`src/hw/rtl/sidc_pkg.sv`:
```
// Package: shared types and constants for the switch input debounce block.
`timescale 1ns / 1ps

package sidc_pkg;

    localparam int CHANNELS_DEF = 4;   // default channel count
    localparam int MAX_CHANNELS = 8;   // connect/polarity masks are 8 bits wide
    localparam int PIN_W        = 4;   // physical pins per word
    localparam int OUT_W        = 4;   // status and change bits per result word
    localparam int ACTION_W     = 2;
    localparam int PORTS_W      = 3;
    localparam int MASK_W       = 8;
    localparam int APB_ADDR_W   = 4;
    localparam int APB_DATA_W   = 32;

    localparam logic [1:0]         FILTER_MAX      = 2'd3;  // three equal repeats
    localparam logic [1:0]         VALID_MAX       = 2'd2;
    localparam logic [PORTS_W-1:0] PORTS_RESET     = 3'd4;
    localparam logic [MASK_W-1:0]  CONNECT_RESET   = 8'h00;
    localparam logic [MASK_W-1:0]  POLARITY_RESET  = 8'h00;

    typedef enum logic [ACTION_W-1:0] {
        ACT_SAMPLE = 2'd0,
        ACT_INIT   = 2'd1,
        ACT_CLEAR  = 2'd2
    } action_t;

    // register index, taken from paddr[3:2]
    typedef enum logic [1:0] {
        REG_ACTIVE_PORTS  = 2'd0,
        REG_CONNECT_MASK  = 2'd1,
        REG_POLARITY_MASK = 2'd2
    } reg_idx_t;

    typedef struct packed {
        logic [PORTS_W-1:0] active_ports;
        logic [MASK_W-1:0]  connect_mask;
        logic [MASK_W-1:0]  polarity_mask;
    } cfg_t;

endpackage

```
`src/hw/rtl/sidc_if.sv`:
```
// Interfaces: input word channel and result word channel.
`timescale 1ns / 1ps

interface sidc_in_if;
    import sidc_pkg::*;

    logic                valid;
    logic                ready;
    logic [ACTION_W-1:0] action;
    logic [PIN_W-1:0]    pin_levels;

    modport source (output valid, output action, output pin_levels, input ready);
    modport sink   (input valid, input action, input pin_levels, output ready);
endinterface

interface sidc_out_if;
    import sidc_pkg::*;

    logic             valid;
    logic             ready;
    logic [OUT_W-1:0] status_bits;
    logic [OUT_W-1:0] change_flags;
    logic             event_pulse;
    logic             updated;

    modport source (output valid, output status_bits, output change_flags,
                    output event_pulse, output updated, input ready);
    modport sink   (input valid, input status_bits, input change_flags,
                    input event_pulse, input updated, output ready);
endinterface

```
`src/hw/rtl/switch_input_debounce_change_detect_top.sv`:
```
// Top level: multi-channel switch debounce with status and sticky change flags.
`timescale 1ns / 1ps
//
// Usage
//   samples : input words {action, pin_levels}. action SAMPLE runs one debounce
//             tick, INIT loads status from the pins and clears change flags,
//             CLEAR clears the change flags only; the fourth code is a no-op.
//             A pin low means the switch is closed (active).
//   results : one result word per input word: status_bits, change_flags,
//             event_pulse (a status change was seen on this tick) and updated
//             (every channel in use was stable, so status was re-evaluated).
//   APB     : active_ports at 0x0, connect_mask at 0x4, polarity_mask at 0x8.
//             Write only while no word is in flight; pready is tied high.
// Timing
//   Two register stages: input register, then the result register, which is
//   loaded together with the per-channel state. One word per cycle sustained
//   while results.ready is high; the only loop is the per-channel state
//   update per word.
// Reset
//   rst_n clears all channel state (levels, counters, status, flags) and
//   loads the register defaults: 4 ports, connect and polarity masks 0.
// Stall
//   When results.ready is low the result word holds, the input register
//   fills, and samples.ready drops until the result word is taken.

module switch_input_debounce_change_detect_top #(
    parameter int CHANNELS = sidc_pkg::CHANNELS_DEF   // 1..8
) (
    input  logic                              clk,
    input  logic                              rst_n,
    sidc_in_if.sink                           samples,
    sidc_out_if.source                        results,
    input  logic                              psel,
    input  logic                              penable,
    input  logic                              pwrite,
    input  logic [sidc_pkg::APB_ADDR_W-1:0]   paddr,
    input  logic [sidc_pkg::APB_DATA_W-1:0]   pwdata,
    output logic [sidc_pkg::APB_DATA_W-1:0]   prdata,
    output logic                              pready
);
    import sidc_pkg::*;

    cfg_t cfg;

    sidc_regs u_regs (
        .clk     (clk),
        .rst_n   (rst_n),
        .psel    (psel),
        .penable (penable),
        .pwrite  (pwrite),
        .paddr   (paddr),
        .pwdata  (pwdata),
        .prdata  (prdata),
        .pready  (pready),
        .cfg     (cfg)
    );

    // ---------------- handshake ----------------
    logic                s1_valid_reg;
    logic [ACTION_W-1:0] s1_action_reg;
    logic [PIN_W-1:0]    s1_pins_reg;
    logic                out_valid_reg;
    logic                out_free;   // result register can take a word
    logic                fire;       // input register word processed this cycle

    assign out_free      = !out_valid_reg || results.ready;
    assign fire          = s1_valid_reg && out_free;
    assign samples.ready = !s1_valid_reg || out_free;

    always_ff @(posedge clk or negedge rst_n)
    begin
        if (!rst_n)
        begin
            s1_valid_reg  <= 1'b0;
            out_valid_reg <= 1'b0;
        end
        else
        begin
            if (samples.ready)
                s1_valid_reg <= samples.valid;
            if (out_free)
                out_valid_reg <= s1_valid_reg;
        end
    end

    always_ff @(posedge clk)
    begin
        if (samples.valid && samples.ready)
        begin
            s1_action_reg <= samples.action;
            s1_pins_reg   <= samples.pin_levels;
        end
    end

    // ---------------- channel logic ----------------
    action_t act_code;
    assign act_code = action_t'(s1_action_reg);

    // channels in use: active_ports clamped to CHANNELS
    logic [3:0] ports4;
    logic [3:0] n_use;
    assign ports4 = {1'b0, cfg.active_ports};
    assign n_use  = (ports4 > 4'(CHANNELS)) ? 4'(CHANNELS) : ports4;

    logic [CHANNELS-1:0] lvl_reg, lvl_next;
    logic [CHANNELS-1:0] stat_reg, stat_next;
    logic [CHANNELS-1:0] chg_reg, chg_next;
    logic [1:0]          filt_reg  [CHANNELS];
    logic [1:0]          filt_next [CHANNELS];
    logic [1:0]          vcnt_reg  [CHANNELS];
    logic [1:0]          vcnt_next [CHANNELS];
    logic [CHANNELS-1:0] in_use;
    logic [CHANNELS-1:0] stable;
    logic [CHANNELS-1:0] evt_bits;
    logic                all_stable;

    // with no channel in use this is 1: the tick updates trivially
    assign all_stable = &(stable | ~in_use);

    for (genvar g = 0; g < CHANNELS; g++)
    begin : g_chan
        logic act;    // debounce input: closed switch reads 1
        logic conn;
        logic keep;   // polarity: 1 keeps, 0 inverts
        logic qual;   // masked, polarity-corrected level
        logic [1:0] vinc;

        if (g < PIN_W)
        begin : g_pin
            assign act = ~s1_pins_reg[g];
        end
        else
        begin : g_nopin
            assign act = 1'b0;   // no pin: reads open
        end

        assign in_use[g] = (4'(g) < n_use);
        assign conn      = cfg.connect_mask[MAX_CHANNELS-1-g];
        assign keep      = cfg.polarity_mask[MAX_CHANNELS-1-g];
        assign qual      = conn & (act ^ ~keep);
        assign stable[g] = (act == lvl_reg[g]) && (filt_reg[g] == FILTER_MAX);
        assign vinc      = (vcnt_reg[g] == VALID_MAX) ? VALID_MAX : vcnt_reg[g] + 2'd1;

        always_comb
        begin
            lvl_next[g]  = lvl_reg[g];
            filt_next[g] = filt_reg[g];
            vcnt_next[g] = vcnt_reg[g];
            stat_next[g] = stat_reg[g];
            chg_next[g]  = chg_reg[g];
            evt_bits[g]  = 1'b0;
            if (in_use[g])
            begin
                case (act_code)
                    ACT_SAMPLE:
                    begin
                        if (act != lvl_reg[g])
                        begin
                            lvl_next[g]  = act;
                            filt_next[g] = 2'd0;
                        end
                        else if (filt_reg[g] != FILTER_MAX)
                        begin
                            filt_next[g] = filt_reg[g] + 2'd1;
                        end
                        if (all_stable)
                        begin
                            stat_next[g] = qual;
                            if (!conn)
                            begin
                                // counters cleared, then this tick counts once
                                filt_next[g] = 2'd0;
                                vcnt_next[g] = 2'd1;
                            end
                            else
                            begin
                                vcnt_next[g] = vinc;
                                if ((vinc == VALID_MAX) && (stat_reg[g] != qual))
                                begin
                                    chg_next[g] = 1'b1;
                                    evt_bits[g] = 1'b1;
                                end
                            end
                        end
                    end
                    ACT_INIT:
                    begin
                        stat_next[g] = qual;
                        chg_next[g]  = 1'b0;
                    end
                    ACT_CLEAR:
                    begin
                        chg_next[g] = 1'b0;
                    end
                    default: ;
                endcase
            end
        end

        always_ff @(posedge clk or negedge rst_n)
        begin
            if (!rst_n)
            begin
                lvl_reg[g]  <= 1'b0;
                filt_reg[g] <= 2'd0;
                vcnt_reg[g] <= 2'd0;
                stat_reg[g] <= 1'b0;
                chg_reg[g]  <= 1'b0;
            end
            else if (fire)
            begin
                lvl_reg[g]  <= lvl_next[g];
                filt_reg[g] <= filt_next[g];
                vcnt_reg[g] <= vcnt_next[g];
                stat_reg[g] <= stat_next[g];
                chg_reg[g]  <= chg_next[g];
            end
        end
    end

    // only channels 0..3 show in the result word
    logic [OUT_W-1:0] stat_out, chg_out;
    for (genvar b = 0; b < OUT_W; b++)
    begin : g_out
        if (b < CHANNELS)
        begin : g_used
            assign stat_out[b] = stat_next[b];
            assign chg_out[b]  = chg_next[b];
        end
        else
        begin : g_unused
            assign stat_out[b] = 1'b0;
            assign chg_out[b]  = 1'b0;
        end
    end

    // ---------------- result register ----------------
    logic [OUT_W-1:0] status_out_reg;
    logic [OUT_W-1:0] change_out_reg;
    logic             event_out_reg;
    logic             updated_out_reg;

    always_ff @(posedge clk)
    begin
        if (fire)
        begin
            status_out_reg  <= stat_out;
            change_out_reg  <= chg_out;
            event_out_reg   <= |evt_bits;
            updated_out_reg <= (act_code == ACT_SAMPLE) && all_stable;
        end
    end

    assign results.valid        = out_valid_reg;
    assign results.status_bits  = status_out_reg;
    assign results.change_flags = change_out_reg;
    assign results.event_pulse  = event_out_reg;
    assign results.updated      = updated_out_reg;

endmodule

```
`src/hw/rtl/sidc_regs.sv`:
```
// APB configuration registers: active port count, connect and polarity masks.
`timescale 1ns / 1ps

module sidc_regs (
    input  logic                               clk,
    input  logic                               rst_n,
    input  logic                               psel,
    input  logic                               penable,
    input  logic                               pwrite,
    input  logic [sidc_pkg::APB_ADDR_W-1:0]    paddr,
    input  logic [sidc_pkg::APB_DATA_W-1:0]    pwdata,
    output logic [sidc_pkg::APB_DATA_W-1:0]    prdata,
    output logic                               pready,
    output sidc_pkg::cfg_t                     cfg
);
    import sidc_pkg::*;

    cfg_t     cfg_reg;
    reg_idx_t idx;
    logic     wr_en;

    assign idx    = reg_idx_t'(paddr[3:2]);
    assign wr_en  = psel && penable && pwrite;
    assign pready = 1'b1;
    assign cfg    = cfg_reg;

    always_ff @(posedge clk or negedge rst_n)
    begin
        if (!rst_n)
        begin
            cfg_reg.active_ports  <= PORTS_RESET;
            cfg_reg.connect_mask  <= CONNECT_RESET;
            cfg_reg.polarity_mask <= POLARITY_RESET;
        end
        else if (wr_en)
        begin
            case (idx)
                REG_ACTIVE_PORTS:  cfg_reg.active_ports  <= pwdata[PORTS_W-1:0];
                REG_CONNECT_MASK:  cfg_reg.connect_mask  <= pwdata[MASK_W-1:0];
                REG_POLARITY_MASK: cfg_reg.polarity_mask <= pwdata[MASK_W-1:0];
                default: ;  // unmapped address, write dropped
            endcase
        end
    end

    always_comb
    begin
        case (idx)
            REG_ACTIVE_PORTS:  prdata = APB_DATA_W'(cfg_reg.active_ports);
            REG_CONNECT_MASK:  prdata = APB_DATA_W'(cfg_reg.connect_mask);
            REG_POLARITY_MASK: prdata = APB_DATA_W'(cfg_reg.polarity_mask);
            default:           prdata = '0;
        endcase
    end

endmodule
```
`src/flat_wrapper.sv`:
```
// flat-port wrapper written by rule: the top's interface ports become plain ports
module switch_input_debounce_change_detect_top_flat import sidc_pkg::*;
#(
    parameter int CHANNELS = sidc_pkg::CHANNELS_DEF          
)
  (clk, rst_n, psel, penable, pwrite, paddr, pwdata, prdata, pready, samples_valid, samples_action, samples_pin_levels, samples_ready, results_valid, results_status_bits, results_change_flags, results_event_pulse, results_updated, results_ready);
  sidc_in_if samples_i ();
  sidc_out_if results_i ();
  input  logic clk;
  input  logic rst_n;
  input  logic psel;
  input  logic penable;
  input  logic pwrite;
  input  logic [sidc_pkg::APB_ADDR_W-1:0] paddr;
  input  logic [sidc_pkg::APB_DATA_W-1:0] pwdata;
  output logic [sidc_pkg::APB_DATA_W-1:0] prdata;
  output logic pready;
  input wire logic [$bits(samples_i.valid)-1:0] samples_valid;
  input wire logic [$bits(samples_i.action)-1:0] samples_action;
  input wire logic [$bits(samples_i.pin_levels)-1:0] samples_pin_levels;
  output wire logic [$bits(samples_i.ready)-1:0] samples_ready;
  output wire logic [$bits(results_i.valid)-1:0] results_valid;
  output wire logic [$bits(results_i.status_bits)-1:0] results_status_bits;
  output wire logic [$bits(results_i.change_flags)-1:0] results_change_flags;
  output wire logic [$bits(results_i.event_pulse)-1:0] results_event_pulse;
  output wire logic [$bits(results_i.updated)-1:0] results_updated;
  input wire logic [$bits(results_i.ready)-1:0] results_ready;
  assign samples_i.valid = samples_valid;
  assign samples_i.action = samples_action;
  assign samples_i.pin_levels = samples_pin_levels;
  assign samples_ready = samples_i.ready;
  assign results_valid = results_i.valid;
  assign results_status_bits = results_i.status_bits;
  assign results_change_flags = results_i.change_flags;
  assign results_event_pulse = results_i.event_pulse;
  assign results_updated = results_i.updated;
  assign results_i.ready = results_ready;
  switch_input_debounce_change_detect_top #(.CHANNELS(CHANNELS)) u_core (.clk(clk), .rst_n(rst_n), .samples(samples_i), .results(results_i), .psel(psel), .penable(penable), .pwrite(pwrite), .paddr(paddr), .pwdata(pwdata), .prdata(prdata), .pready(pready));
endmodule
```
`config.mk`:
```
export PLATFORM = sky130hd
export DESIGN_NAME = switch_input_debounce_change_detect_top_flat
export DESIGN_NICKNAME = d
export VERILOG_FILES = /design/src/hw/rtl/sidc_pkg.sv /design/src/hw/rtl/sidc_if.sv /design/src/hw/rtl/switch_input_debounce_change_detect_top.sv /design/src/hw/rtl/sidc_regs.sv /design/src/flat_wrapper.sv
export SDC_FILE = /design/constraint.sdc
export NUM_CORES = 1
export LEC_CHECK = 0
export BUFFER_PORTS_ARGS = -buffer_cell sky130_fd_sc_hd__buf_2
export CORE_ASPECT_RATIO = 1.5
export CORE_MARGIN = 2
export CORE_UTILIZATION = 45
export DETAILED_ROUTE_END_ITERATION = 7
export PLACE_DENSITY_LB_ADDON = 0.12
export SLEW_MARGIN = 20
export SYNTH_ARGS = -nofsm -noshare
export SYNTH_HDL_FRONTEND = slang
export SYNTH_SLANG_ARGS = --single-unit
```
`constraint.sdc`:
```
create_clock -name clk -period 2.08 [get_ports clk]
set_input_delay 0 -clock clk [delete_from_list [all_inputs] [get_ports clk]]
set_output_delay 0 -clock clk [all_outputs]
set_load 0.005 [all_outputs]
```
# Word-level counts from Yosys, hierarchy flattened
# Index checks and enable logic that the tools add are counted.
[op_classes] n_addsub=8 order_cmp=5 eq_ne=32 muxes=78 n_bitwise=18 reduce_logical=37
[ops] operator="two-way mux 2 bit" n=24
[ops] operator="two-way mux 1 bit" n=44
[ops] operator="== test 2 bit (second input constant)" n=14
[ops] operator="AND reduction 7 bit" n=4
[ops] operator="one-hot mux 8 bit (3 select lines)" n=1
[ops] operator="AND reduction 4 bit" n=5
[ops] operator="adder 2 x 1 -> 2 bit (second input constant)" n=8
[ops] operator="one-hot mux 1 bit (2 select lines)" n=8
[ops] operator="logical AND 1 bit" n=13
[ops] operator="AND reduction 3 bit" n=4
[ops] operator="< comparator 1 x 4 -> 1 bit (first input constant)" n=2
[ops] operator="< comparator 2 x 4 -> 1 bit (first input constant)" n=2
[ops] operator="inequality test 1 bit" n=8
[ops] operator="inequality test 2 bit (second input constant)" n=4
[ops] operator="NOT 1 bit" n=8
[ops] operator="AND reduction 2 bit" n=3
[ops] operator="bitwise AND 1 bit" n=4
[ops] operator="== test 1 bit" n=4
[ops] operator="== test 2 x 1 -> 1 bit (second input constant)" n=2
[ops] operator="logical NOT 2 bit" n=2
[ops] operator="NOT 4 bit" n=1
[ops] operator="bitwise OR 4 bit" n=1
[ops] operator="OR reduction 4 bit" n=1
[ops] operator="bitwise XOR 1 bit" n=4
[ops] operator="5 further kinds" n=7
[word_totals] register_bits=65 inputBits=49 output_inout_bits=45 word_cells=209

# Depth between registers and ports, before layout
# Gate-level depths: netlist of the first run.
[depth] depth_word=11 mapped_depth=7 depth_no_buf=6

# Modules after synthesis
# Synthesis of the first run repeated with hierarchy kept, for this count alone.
[hier_totals] hier_cells=293 area_unflattened_um2=3412.0
[modules_own_cells] module="switch_input_debounce_change_detect_top" instances=1 cells_per_inst=205 area_per_inst_um2=2324.7 seq_area_each_um2=1231.2
[modules_own_cells] module="sidc_regs" instances=1 cells_per_inst=88 area_per_inst_um2=1087.3 seq_area_each_um2=476.7

# Worst setup path before layout of the first run
# OpenSTA, ideal clock, no wires.
[synth_timing] path_kind="reg2reg" startpoint="register u_core.u_regs.cfg_reg (netlist bit u_core.u_regs.cfg[18])" endpoint="register u_core.status_out_reg[0] (netlist: u_core.results.status_bits[0]) (data pin)" setup_time_ps=270 arrival_ps=1615 t_required_ps=1810 setup_slack_ps=195 path_stages_with_launch=8 path_buffers=2 period_less_slack_ps=1885 path_cell_list="dfstp_2 > buf_4 > nor2_2 > a31o_2 > a41oi_4 > or2_1 > buf_6 > o31ai_1"
[synth_between] elab_chain_cells=9 elab_cells_between_ends=12 classes_between="order compare: 5; mux: 4; bitwise: 2; reduce/logical: 1"
[synth_lines] element="from (decl)" line="sidc_regs.sv:18" text="cfg_t cfg_reg;"
[synth_lines] element="> comparator 3 bit" line="switch_input_debounce_change_detect_top.sv:103" text="assign n_use = (ports4 > 4'(CHANNELS)) ? 4'(CHANNELS) : ports4;"
[synth_lines] element="two-way mux 3 bit *" line="switch_input_debounce_change_detect_top.sv:103"
[synth_lines] element="< comparator 1 x 4 -> 1 bit / < comparator 2 x 4 -> 1 bit (equally long branches)" line="switch_input_debounce_change_detect_top.sv:137" text="assign in_use[g] = (4'(g) < n_use);"
[synth_lines] element="NOT 4 bit" line="switch_input_debounce_change_detect_top.sv:118" text="assign all_stable = &(stable | ~in_use);"
[synth_lines] element="bitwise OR 4 bit" line="switch_input_debounce_change_detect_top.sv:118"
[synth_lines] element="AND reduction 4 bit" line="switch_input_debounce_change_detect_top.sv:118"
[synth_lines] element="two-way mux 1 bit" line="switch_input_debounce_change_detect_top.sv:166" text="if (all_stable)"
[synth_lines] element="one-hot mux 1 bit (2 select lines)" line="switch_input_debounce_change_detect_top.sv:154" text="case (act_code)"
[synth_lines] element="two-way mux 1 bit *" line="switch_input_debounce_change_detect_top.sv:152" text="if (in_use[g])"
[synth_lines] element="net u_core.stat_next[0]" line="switch_input_debounce_change_detect_top.sv:106" text="logic [CHANNELS-1:0] stat_reg, stat_next;"
[synth_lines] element="to (signal assigned)" line="switch_input_debounce_change_detect_top.sv:247" text="status_out_reg <= stat_out;"
[synth_lines] element="to (decl)" line="switch_input_debounce_change_detect_top.sv:238" text="logic [OUT_W-1:0] status_out_reg;"
# The timed path passes the listed nets; every way through them passes the cells marked *.
# A chain may end at the register's enable or synchronous reset.

# Worst setup path after layout of the first run
[layout_timing] startpoint="register u_core.s1_pins_reg[3]" endpoint="register u_core.stat_reg[1]"
[layout_between] elab_chain_cells=8
[layout_lines] element="from (decl)" line="switch_input_debounce_change_detect_top.sv:61" text="logic [PIN_W-1:0] s1_pins_reg;"
[layout_lines] element="from (signal assigned)" line="switch_input_debounce_change_detect_top.sv:91" text="s1_pins_reg <= samples.pin_levels;"
[layout_lines] element="NOT 1 bit" line="switch_input_debounce_change_detect_top.sv:130" text="assign act = ~s1_pins_reg[g];"
[layout_lines] element="== test 1 bit" line="switch_input_debounce_change_detect_top.sv:141" text="assign stable[g] = (act == lvl_reg[g]) && (filt_reg[g] == FILTER_MAX);"
[layout_lines] element="logical AND 1 bit" line="switch_input_debounce_change_detect_top.sv:141"
[layout_lines] element="bitwise OR 4 bit" line="switch_input_debounce_change_detect_top.sv:118"
[layout_lines] element="AND reduction 4 bit" line="switch_input_debounce_change_detect_top.sv:118"
[layout_lines] element="two-way mux 1 bit" line="switch_input_debounce_change_detect_top.sv:166"
[layout_lines] element="one-hot mux 1 bit (2 select lines)" line="switch_input_debounce_change_detect_top.sv:154"
[layout_lines] element="two-way mux 1 bit" line="switch_input_debounce_change_detect_top.sv:152"
[layout_lines] element="to (signal, indexed assignment)" line="switch_input_debounce_change_detect_top.sv:215" text="stat_reg[g] <= stat_next[g];"
[layout_lines] element="to (decl)" line="switch_input_debounce_change_detect_top.sv:106"
# Every way passes these cells.

==> metrics.md, run 1 <==
| Metric | Value |
|---|---|
| Status | complete, no violations |
| Worst hold slack | 0.0770 ns |
| Clock Skews | 0.00973 ns |
| Clk_lat worst skew | roughly 0.34 ns |
| NumNets Final | 440 |
| 1st-pass router iterations | 4 |
| Synth cell types | 46 |
| Die height | about 110 µm |
| Logic gate share of total power | 26.8% |
| Reg2reg end | u_core.stat_reg[1]$_DFFE_PN0P_ |
| TritonCTS clock tree | yes |
| Setup TNS | 0 ns |
| Clock Tree Buf Depth | 2 |
| Worst-path cell chain | xor2_2, a31o_1, a41oi_4, or2_4, o41ai_1 |
| DP Wirelength | 5.46 mm |
| R2r worst-path depth | 5 |
| Warnings from Yosys | 0 |
| Final ANT Viol Nets | 0 |
| DRT iter0 DRCs | between 100 and 150 |
| Seq cells post-synth | 65 |
| Worst Setup Start Kind | register |
| CTS H-tree depth | 3 |
| Kind of critical path | register to register |
| Crit path max-delay family | compound AO/OA/AOI/OAI gates |
| Critical-path top delay cell | edfxtp_1 |
| Slew @ Worst Pin | approximately 0.71 ns |
| CTS Buf Count | 9 |
| Drt via density | about 5.2 |
| Slowest stage delay, CP | 0.46 ns |
| Worst endpoint data arrival time | 2.12 ns |
| Max reg flops | 19 |
| GR Util All Layers | around a fifth |
| Clock-pin slew on the worst setup and hold paths | roughly 0.070 ns |
| Hold Startpoint | paddr[2] |
| CP max FO | 8 |
| Vias in the first global route | approximately 2500 |
| Cell internal pwr | between 2 and 3 mW |
| Hold WC Path Type | input pin to register |
| Relative slew margins | between 50% and 60% |
| Synth Cell Area | between 3000 and 4000 µm² |
| Asr flop ratio synth | 75.4% |
| Core Area | 7230 µm² |
| Antenna violations before repair | 0 |
| Peak supply drop | ~0.55 mV |
| Std-Cell Rows | 38 |
| Flop2flop setup slack | 0.18 ns |
| Pwr dens | 943 nW/µm² |
| RSZ-0062 raised after global routing | no |
| Share of cells above drive strength 1 | 26.0% |
| Grt ovf | 0 |
| P_sw | 1.27 mW |
| First-pass GRT wire length | 11.9 mm |
| Sequential Power Share | 49.0% |
| Crit path depth | 5 |
| Area contributors post-synth | dfrtp_1, edfxtp_1, mux2_2 |
| # fillers | 664 |
| Setup crit start | u_core.s1_pins_reg[3]$_DFFE_PP_ |
| Largest net degree at the start of global routing | 30 |
| Share of the synthesized area in the top cell type | a little over a third |
| Leakage power | 1.77 nW |
| Seq/Total Area, Yosys | 50.7% |
| Port Buffers | 42 |
| Max-cap viol count | 0 |
| Routed via count | 2560 |
| Final min period | around 1.9 ns |
| Fraction of the cycle the final worst path needs | between 90% and 100% |
| Endpoints failing setup | 0 |
| CP Data Required Time | 2.30 ns |
| CP Capture Type | register |
| Switching Share | about a third |
| Final slew viol count | 0 |
| Avg Inst Size Synth | approximately 11 µm² |
| Ports | 94 |
| Die ar. | between 8000 and 9000 µm² |
| Residual DRC | 0 |
| Worst path buffer plus inverter count | 0 |
| Die Wd | 74.6 µm |
| Initial cell density of the core | between 40% and 50% |
| Clock power share | 24.1% |
| Main synth FF type | dfrtp_1 |
| # diodes | 0 |
| Top cell type by total area after synthesis | dfrtp_1 |
| Multi-input logic area | roughly 1500 µm² |
| Reg2reg start | u_core.s1_pins_reg[3]$_DFFE_PP_ |
| Synth-to-Final Area Change | 19.9% |
| Gp weighted congestion | 0.865 |
| Final hold viol count | 0 |
| Root buf cell | clkbuf_8 |
| Worst setup path end | u_core.stat_reg[1]$_DFFE_PN0P_ |
| DRT Wirelength | 7.35 mm |
| Seq. cell area | between 1500 and 2000 µm² |
| Post-synth EDFFs | 16 |
| Total clock sinks | 65 |
| F_max | between 0.5 and 0.6 GHz |
| Post-DR wirelength/cell | between 10 and 15 µm |
| Mapped Cells | 311 |
[worst min-delay path by stage]
stage	end	slack, ns	depth (start not counted)
after floorplan	u_core.chg_reg[0]$_DFFE_PN0P_	-0.30	0
after global placement	u_core.u_regs.cfg[14]$_DFFE_PN0P_	-0.17	1
after detailed placement	u_core.u_regs.cfg[14]$_DFFE_PN0P_	-0.17	1
after CTS	u_core.u_regs.cfg[18]$_DFFE_PN1P_	0.05	4
after global routing	u_core.u_regs.cfg[18]$_DFFE_PN1P_	0.14	4
final	u_core.u_regs.cfg[18]$_DFFE_PN1P_	0.08	4
[through the flow]
stage                     cells  util [%]  worst slack (ns)  area, µm²  total power [mW]
after global routing        492      55.8            0.0585       4040              4.07
after CTS                   492      55.6            0.0875       4020              3.82
after global placement      457      50.7             0.151       3660              2.82
final                       492      55.8             0.178       4040              3.81
after floorplan             334         -             0.195       3450              2.55
after detailed placement    457      50.7            0.0926       3660              2.87
[metal layers]
layer  track usage [%]  share of wire (%)  wire [µm]  vias up
li1                  -                  -          -     1227
met1              22.8                 41       3000     1245
met2              32.8                 53       3880       75
met3              5.13                3.9        288       13
met4              10.3                2.5        183        0
met5                 0                  0          0        -
[Yosys cell counts (2+ instances only)]
| cell | n |
|---|---|
| and2_1 | 3 |
| o21ai_0 | 21 |
| buf_6 | 2 |
| a21oi_1 | 17 |
| dfrtp_1 | 48 |
| mux2_2 | 18 |
| nand3_1 | 7 |
| a31o_2 | 2 |
| nand2_1 | 23 |
| or3_1 | 2 |
| edfxtp_1 | 16 |
| inv_1 | 17 |
| conb_1 | 2 |
| buf_4 | 26 |
| o22ai_1 | 3 |
| xor2_1 | 8 |
| clkbuf_1 | 6 |
| ha_1 | 4 |
| o41ai_1 | 6 |
| o31ai_1 | 13 |
| nor3_1 | 8 |
| nand2b_1 | 3 |
| mux2i_1 | 7 |
| a22o_1 | 6 |
| nor2b_1 | 4 |
| a31oi_1 | 6 |
| nor2_1 | 11 |
| xnor2_1 | 4 |
[placed cells by master, fill, tap and decap left out, types with 7 or more instances in the layout]
cell	synthesis	layout
edfxtp_1	16	16
conb_1	2	25
nand2_1	23	23
nor3_1	8	8
mux2i_1	7	7
buf_2	1	42
o31ai_1	13	13
inv_1	17	17
xor2_1	8	7
dlygate4sd3_1	0	19
nor2_1	11	11
o21ai_0	21	21
a21oi_1	17	17
nand3_1	7	7
buf_4	26	16
clkbuf_8	0	10
mux2_2	18	18
dfrtp_1	48	48
[cell families after synthesis]
logic type	Yosys count	share of synthesized area [%]
AO/OA/AOI/OAI	82	16.8
AND/OR/NAND/NOR	69	10.3
flip-flops	65	50.7
buffers and inverters	52	9.18
multiplexers	25	8.10
XOR/XNOR	12	3.12
adder cells (fa/ha/maj)	4	1.49
other	2	0.223
[worst reg2reg max path, cell delays in order (launching register included)]
cell	delay, ns
edfxtp_1	0.46
xor2_2	0.23
a31o_1	0.28
a41oi_4	0.13
or2_4	0.29
o41ai_1	0.38
[final cells by class]
cell class	instances	area share [%]
Clock buffer	12	3.60
Clock inverter	4	0.496
Inverter	17	1.58
Multi-Input combinational cell	217	36.0
Sequential cell	65	42.3
Tap cell	100	3.10
Timing Repair Buffer	77	12.9
[power by group through the flow]
| stage | Sequential, mW | Combinational (mW) | Clock (mW) |
|---|---|---|---|
| 6_report | 1.87 | 1.02 | 0.918 |
| 2_1_floorplan | 1.79 | 0.764 | 0 |
| 3_5_place_dp | 1.88 | 0.988 | 0 |
| 3_3_place_gp | 1.87 | 0.957 | 0 |
| 5_1_grt | 1.90 | 1.16 | 1.01 |
| 4_1_cts | 1.86 | 1.02 | 0.944 |
[timing repair]
action | in CTS | in global routing
buffers inserted | 0 | 0
hold endpoints to repair | 75 | 0
resized for setup | 0 | 3
endpoints found under the setup margin | 0 | 2
hold buffers | 19 | 0
(Power assumes the default switching activity.)
==> run 2, diff against run 1 <==
--- a/config.mk
+++ b/config.mk
@@ -5,13 +5,16 @@
 export SDC_FILE = /design/constraint.sdc
 export NUM_CORES = 1
 export LEC_CHECK = 0
+export ABC_AREA = 1
 export BUFFER_PORTS_ARGS = -buffer_cell sky130_fd_sc_hd__buf_2
 export CORE_ASPECT_RATIO = 1.5
 export CORE_MARGIN = 2
 export CORE_UTILIZATION = 45
 export DETAILED_ROUTE_END_ITERATION = 7
 export PLACE_DENSITY_LB_ADDON = 0.12
+export REMOVE_ABC_BUFFERS = 1
 export SLEW_MARGIN = 20
 export SYNTH_ARGS = -nofsm -noshare
 export SYNTH_HDL_FRONTEND = slang
+export SYNTH_HIERARCHICAL = 1
 export SYNTH_SLANG_ARGS = --single-unit
==> run 2 against run 1 <==
  * Clock power increased by 19%
  * Critical path depth rose by 5
  * Non-clock buffer count fell by 14
  * Worst hold slack lost 0.039 ns
  * Critical path type unchanged
  * Count of clock-buffer cells in the layout stayed put
  * Total power is 8.0% higher
  * Setup slack gained 0.15 ns
  * Global-route usage decreased by 1.2 points
  * Largest power group unchanged
  * Synthesized cell count grew 34%
  * Cell area hardly changed
  * Sequential cell count did not move
  * Routed wire length shrank 6.2%
==> metrics.md, run 2 <==
| Metric | Value |
|---|---|
| Die Wd | 75.0 µm |
| Slowest stage delay, CP | 0.42 ns |
| Port Buffers | 42 |
| Residual DRC | 0 |
| Antenna violations before repair | 0 |
| Peak supply drop | 0.482 mV |
| RSZ-0062 raised after global routing | no |
| Commonest cells in the synthesized netlist | nand2_1, dfrtp_1, inv_1 |
| Finished Cell Area | 4040 µm² |
| Seq/Total Area, Yosys | 50.3% |
| Std-Cell Rows | 38 |
| Post-DP Area | 3650 µm² |
| Max reg flops | 19 |
| Root buf cell | clkbuf_8 |
| Post-Synth Simple-Gate Area | 30.2% |
| Largest net degree at the start of global routing | 50 |
| CP Capture Type | register |
| Dpl ws | 0.286 ns |
| Avg Inst Size Synth | 8.17 µm² |
| Final slew viol count | 0 |
| Endpoints failing setup | 0 |
| Setup TNS | 0 ns |
| Area contributors post-synth | dfrtp_1, nand2_1, edfxtp_1 |
| Post-synthesis mux area share | 0% |
| Post-route setup slack | 0.327 ns |
| Synth Cell Area | 3400 µm² |
| Largest family of logic cells by synthesized area | simple AND/OR/NAND/NOR gates |
| Main synth FF type | dfrtp_1 |
| Final ANT Viol Nets | 0 |
| Clock Tree Buf Depth | 2 |
| Fraction of the cycle the final worst path needs | 84.3% |
| Post-synth EDFFs | 16 |
| Worst hold slack | 0.0375 ns |
| TritonCTS clock tree | yes |
| First-pass GRT wire length | 11.7 mm |
| Max-cap viol count | 0 |
| Setup crit start | u_core/u_regs/cfg[17]$_DFFE_PN0P_ |
| Status | complete, no violations |
| Leakage power | between 2 and 2.5 nW |
| CTS Buf Count | 9 |
| Post-Synth XOR/XNOR Area | under 10% |
| Vias in the first global route | roughly 2600 |
| # diodes | 0 |
| Synth cell types | 34 |
| Synth-to-Final Area Change | 18.8% |
| CP max FO | 7 |
| # fillers | 705 |
| Critical-path top delay cell | dfrtp_1 |
| Clk_lat worst skew | about 0.34 ns |
| Worst endpoint data arrival time | 1.84 ns |
| Final min period | 1.75 ns |
| Setup bufs post-CTS | 0 |
| Clock Skews | slightly above 0.009 ns |
| Worst Setup Start Kind | register |
| Die ar. | between 8000 and 9000 µm² |
| Die height | 110 µm |
| Initial cell density of the core | 46.7% |
| Hold Startpoint | paddr[3] |
| Final hold viol count | 0 |
| Relative slew margins | 58.4% |
| GR Util All Layers | 18.4% |
| CP Data Required Time | 2.16 ns |
| Kind of critical path | register to register |
| Slew @ Worst Pin | about 0.62 ns |
| Post-DR wirelength/cell | approximately 12 µm |
| Reg2reg start | u_core/u_regs/cfg[17]$_DFFE_PN0P_ |
| Commonest non-fill, non-tap cell in the layout | nand2_1 |
| Warnings from Yosys | 6 |
| Asr flop ratio synth | around 75% |
| Share of cells above drive strength 1 | between 10% and 20% |
| DRT iter0 DRCs | 107 |
| Most common cell in the netlist | nand2_1 |
| Gp weighted congestion | 0.811 |
| Drt via density | 4.63 |
| Post_cts resized | 0 |
| CTS H-tree depth | 3 |
| Share of the synthesized area in the top cell type | 35.3% |
| Synth Area in Adders | 1.47% |
| Clock-pin slew on the worst setup and hold paths | roughly 0.060 ns |
| Grt ovf | 0 |
| Routed via count | 2741 |
| Flop2flop setup slack | 0.33 ns |
| DRT Wirelength | between 6 and 7 mm |
| Core Area | 7270 µm² |
| Pwr dens | 1020 nW/µm² |
| Mapped Cells | around 420 |
| Seq cells post-synth | 65 |
| Total clock sinks | 65 |
| F_max | 0.570 GHz |
| Commonest cells after routing, fill and taps aside | nand2_1, dfrtp_1, buf_2 |
| Synth Area in Compound Gates | 5.89% |
| Ports | 94 |
| Hold WC Path Type | input pin to register |
| DP Wirelength | 5.01 mm |
| Top cell type by total area after synthesis | dfrtp_1 |
| 1st-pass router iterations | 4 |
| Most frequent CP cell | nand2_1 |
| NumNets Final | 540 |
| Worst-path cell chain | nor2_2, nor2_1, nand2_1, nand2_2, nor2_8, nand2_2, nand2_1, nand2_1, nand2_1, o21ai_2 |
## run 2: cell count changes in the layout (fill, tap and decap cells not counted), moves of 7 or more
cell,change
a21oi_1,-7
buf_4,-13
inv_1,+20
mux2_2,-18
mux2i_1,-7
nand2_1,+141
nor2_1,+17
o31ai_1,-13
## run 2: area by class of cell
class	instances	area (µm²)	area share, %
clock buffers	12	156	3.87
clock inverters	4	50.0	1.24
inverters	42	163	4.03
multi-input cells	306	1420	35.2
flip-flops and latches	65	1710	42.3
well taps	100	125	3.10
repair buffers	63	413	10.2
## run 2: where the power goes
part           internal [mW]  switching [mW]
logic                  0.441           0.629
clock network          0.625           0.468
registers               1.70           0.252
total                   2.76            1.35
## run 2: cells by family after synthesis
kind of cell / Yosys count
AND/OR/NAND/NOR: 234
buffers and inverters: 68
flip-flops: 65
AO/OA/AOI/OAI: 37
XOR/XNOR: 6
adder cells (fa/ha/maj): 4
other: 2
## run 2: repair_timing
item / 4_1_cts / 5_1_grt
hold buffers: 18 / 0
setup endpoints to repair: 0 / 0
endpoints found under the hold margin: 75 / 0
## run 2: stage by stage
stage               util (%)  total power [mW]  instances
floorplan                  -              2.68        413
global placement        50.2              2.97        558
detailed placement      50.2              3.02        558
CTS                     55.5              4.16        592
global route            55.5              4.42        592
finish                  55.5              4.11        592
## run 2: path summary, 6_finish.rpt
check	end	cells after the start
hold reg to reg	u_core/u_regs/cfg[3]$_DFFE_PN0P_	2
setup reg to reg	u_core/results.status_bits[1]$_DFFE_PP_	10
setup / recovery	u_core/results.status_bits[1]$_DFFE_PP_	10
hold / removal	u_core/u_regs/cfg[18]$_DFFE_PN1P_	6
min in group asynchronous	u_core/u_regs/cfg[1]$_DFFE_PN0P_	3
max in group asynchronous	u_core/u_regs/cfg[5]$_DFFE_PN0P_	3
## run 2: metal layers
metal	part of all wire, %	GRT usage (%)
met1	42	22.2
met2	51	30.4
met3	4.0	4.84
met4	2.6	7.50
met5	0	0
## run 2: critical path, delay by kind of cell (launching register included)
kind	cells	cell delay [ns]
flops	1	0.42
simple gates	9	1.03
compound gates	1	0.06
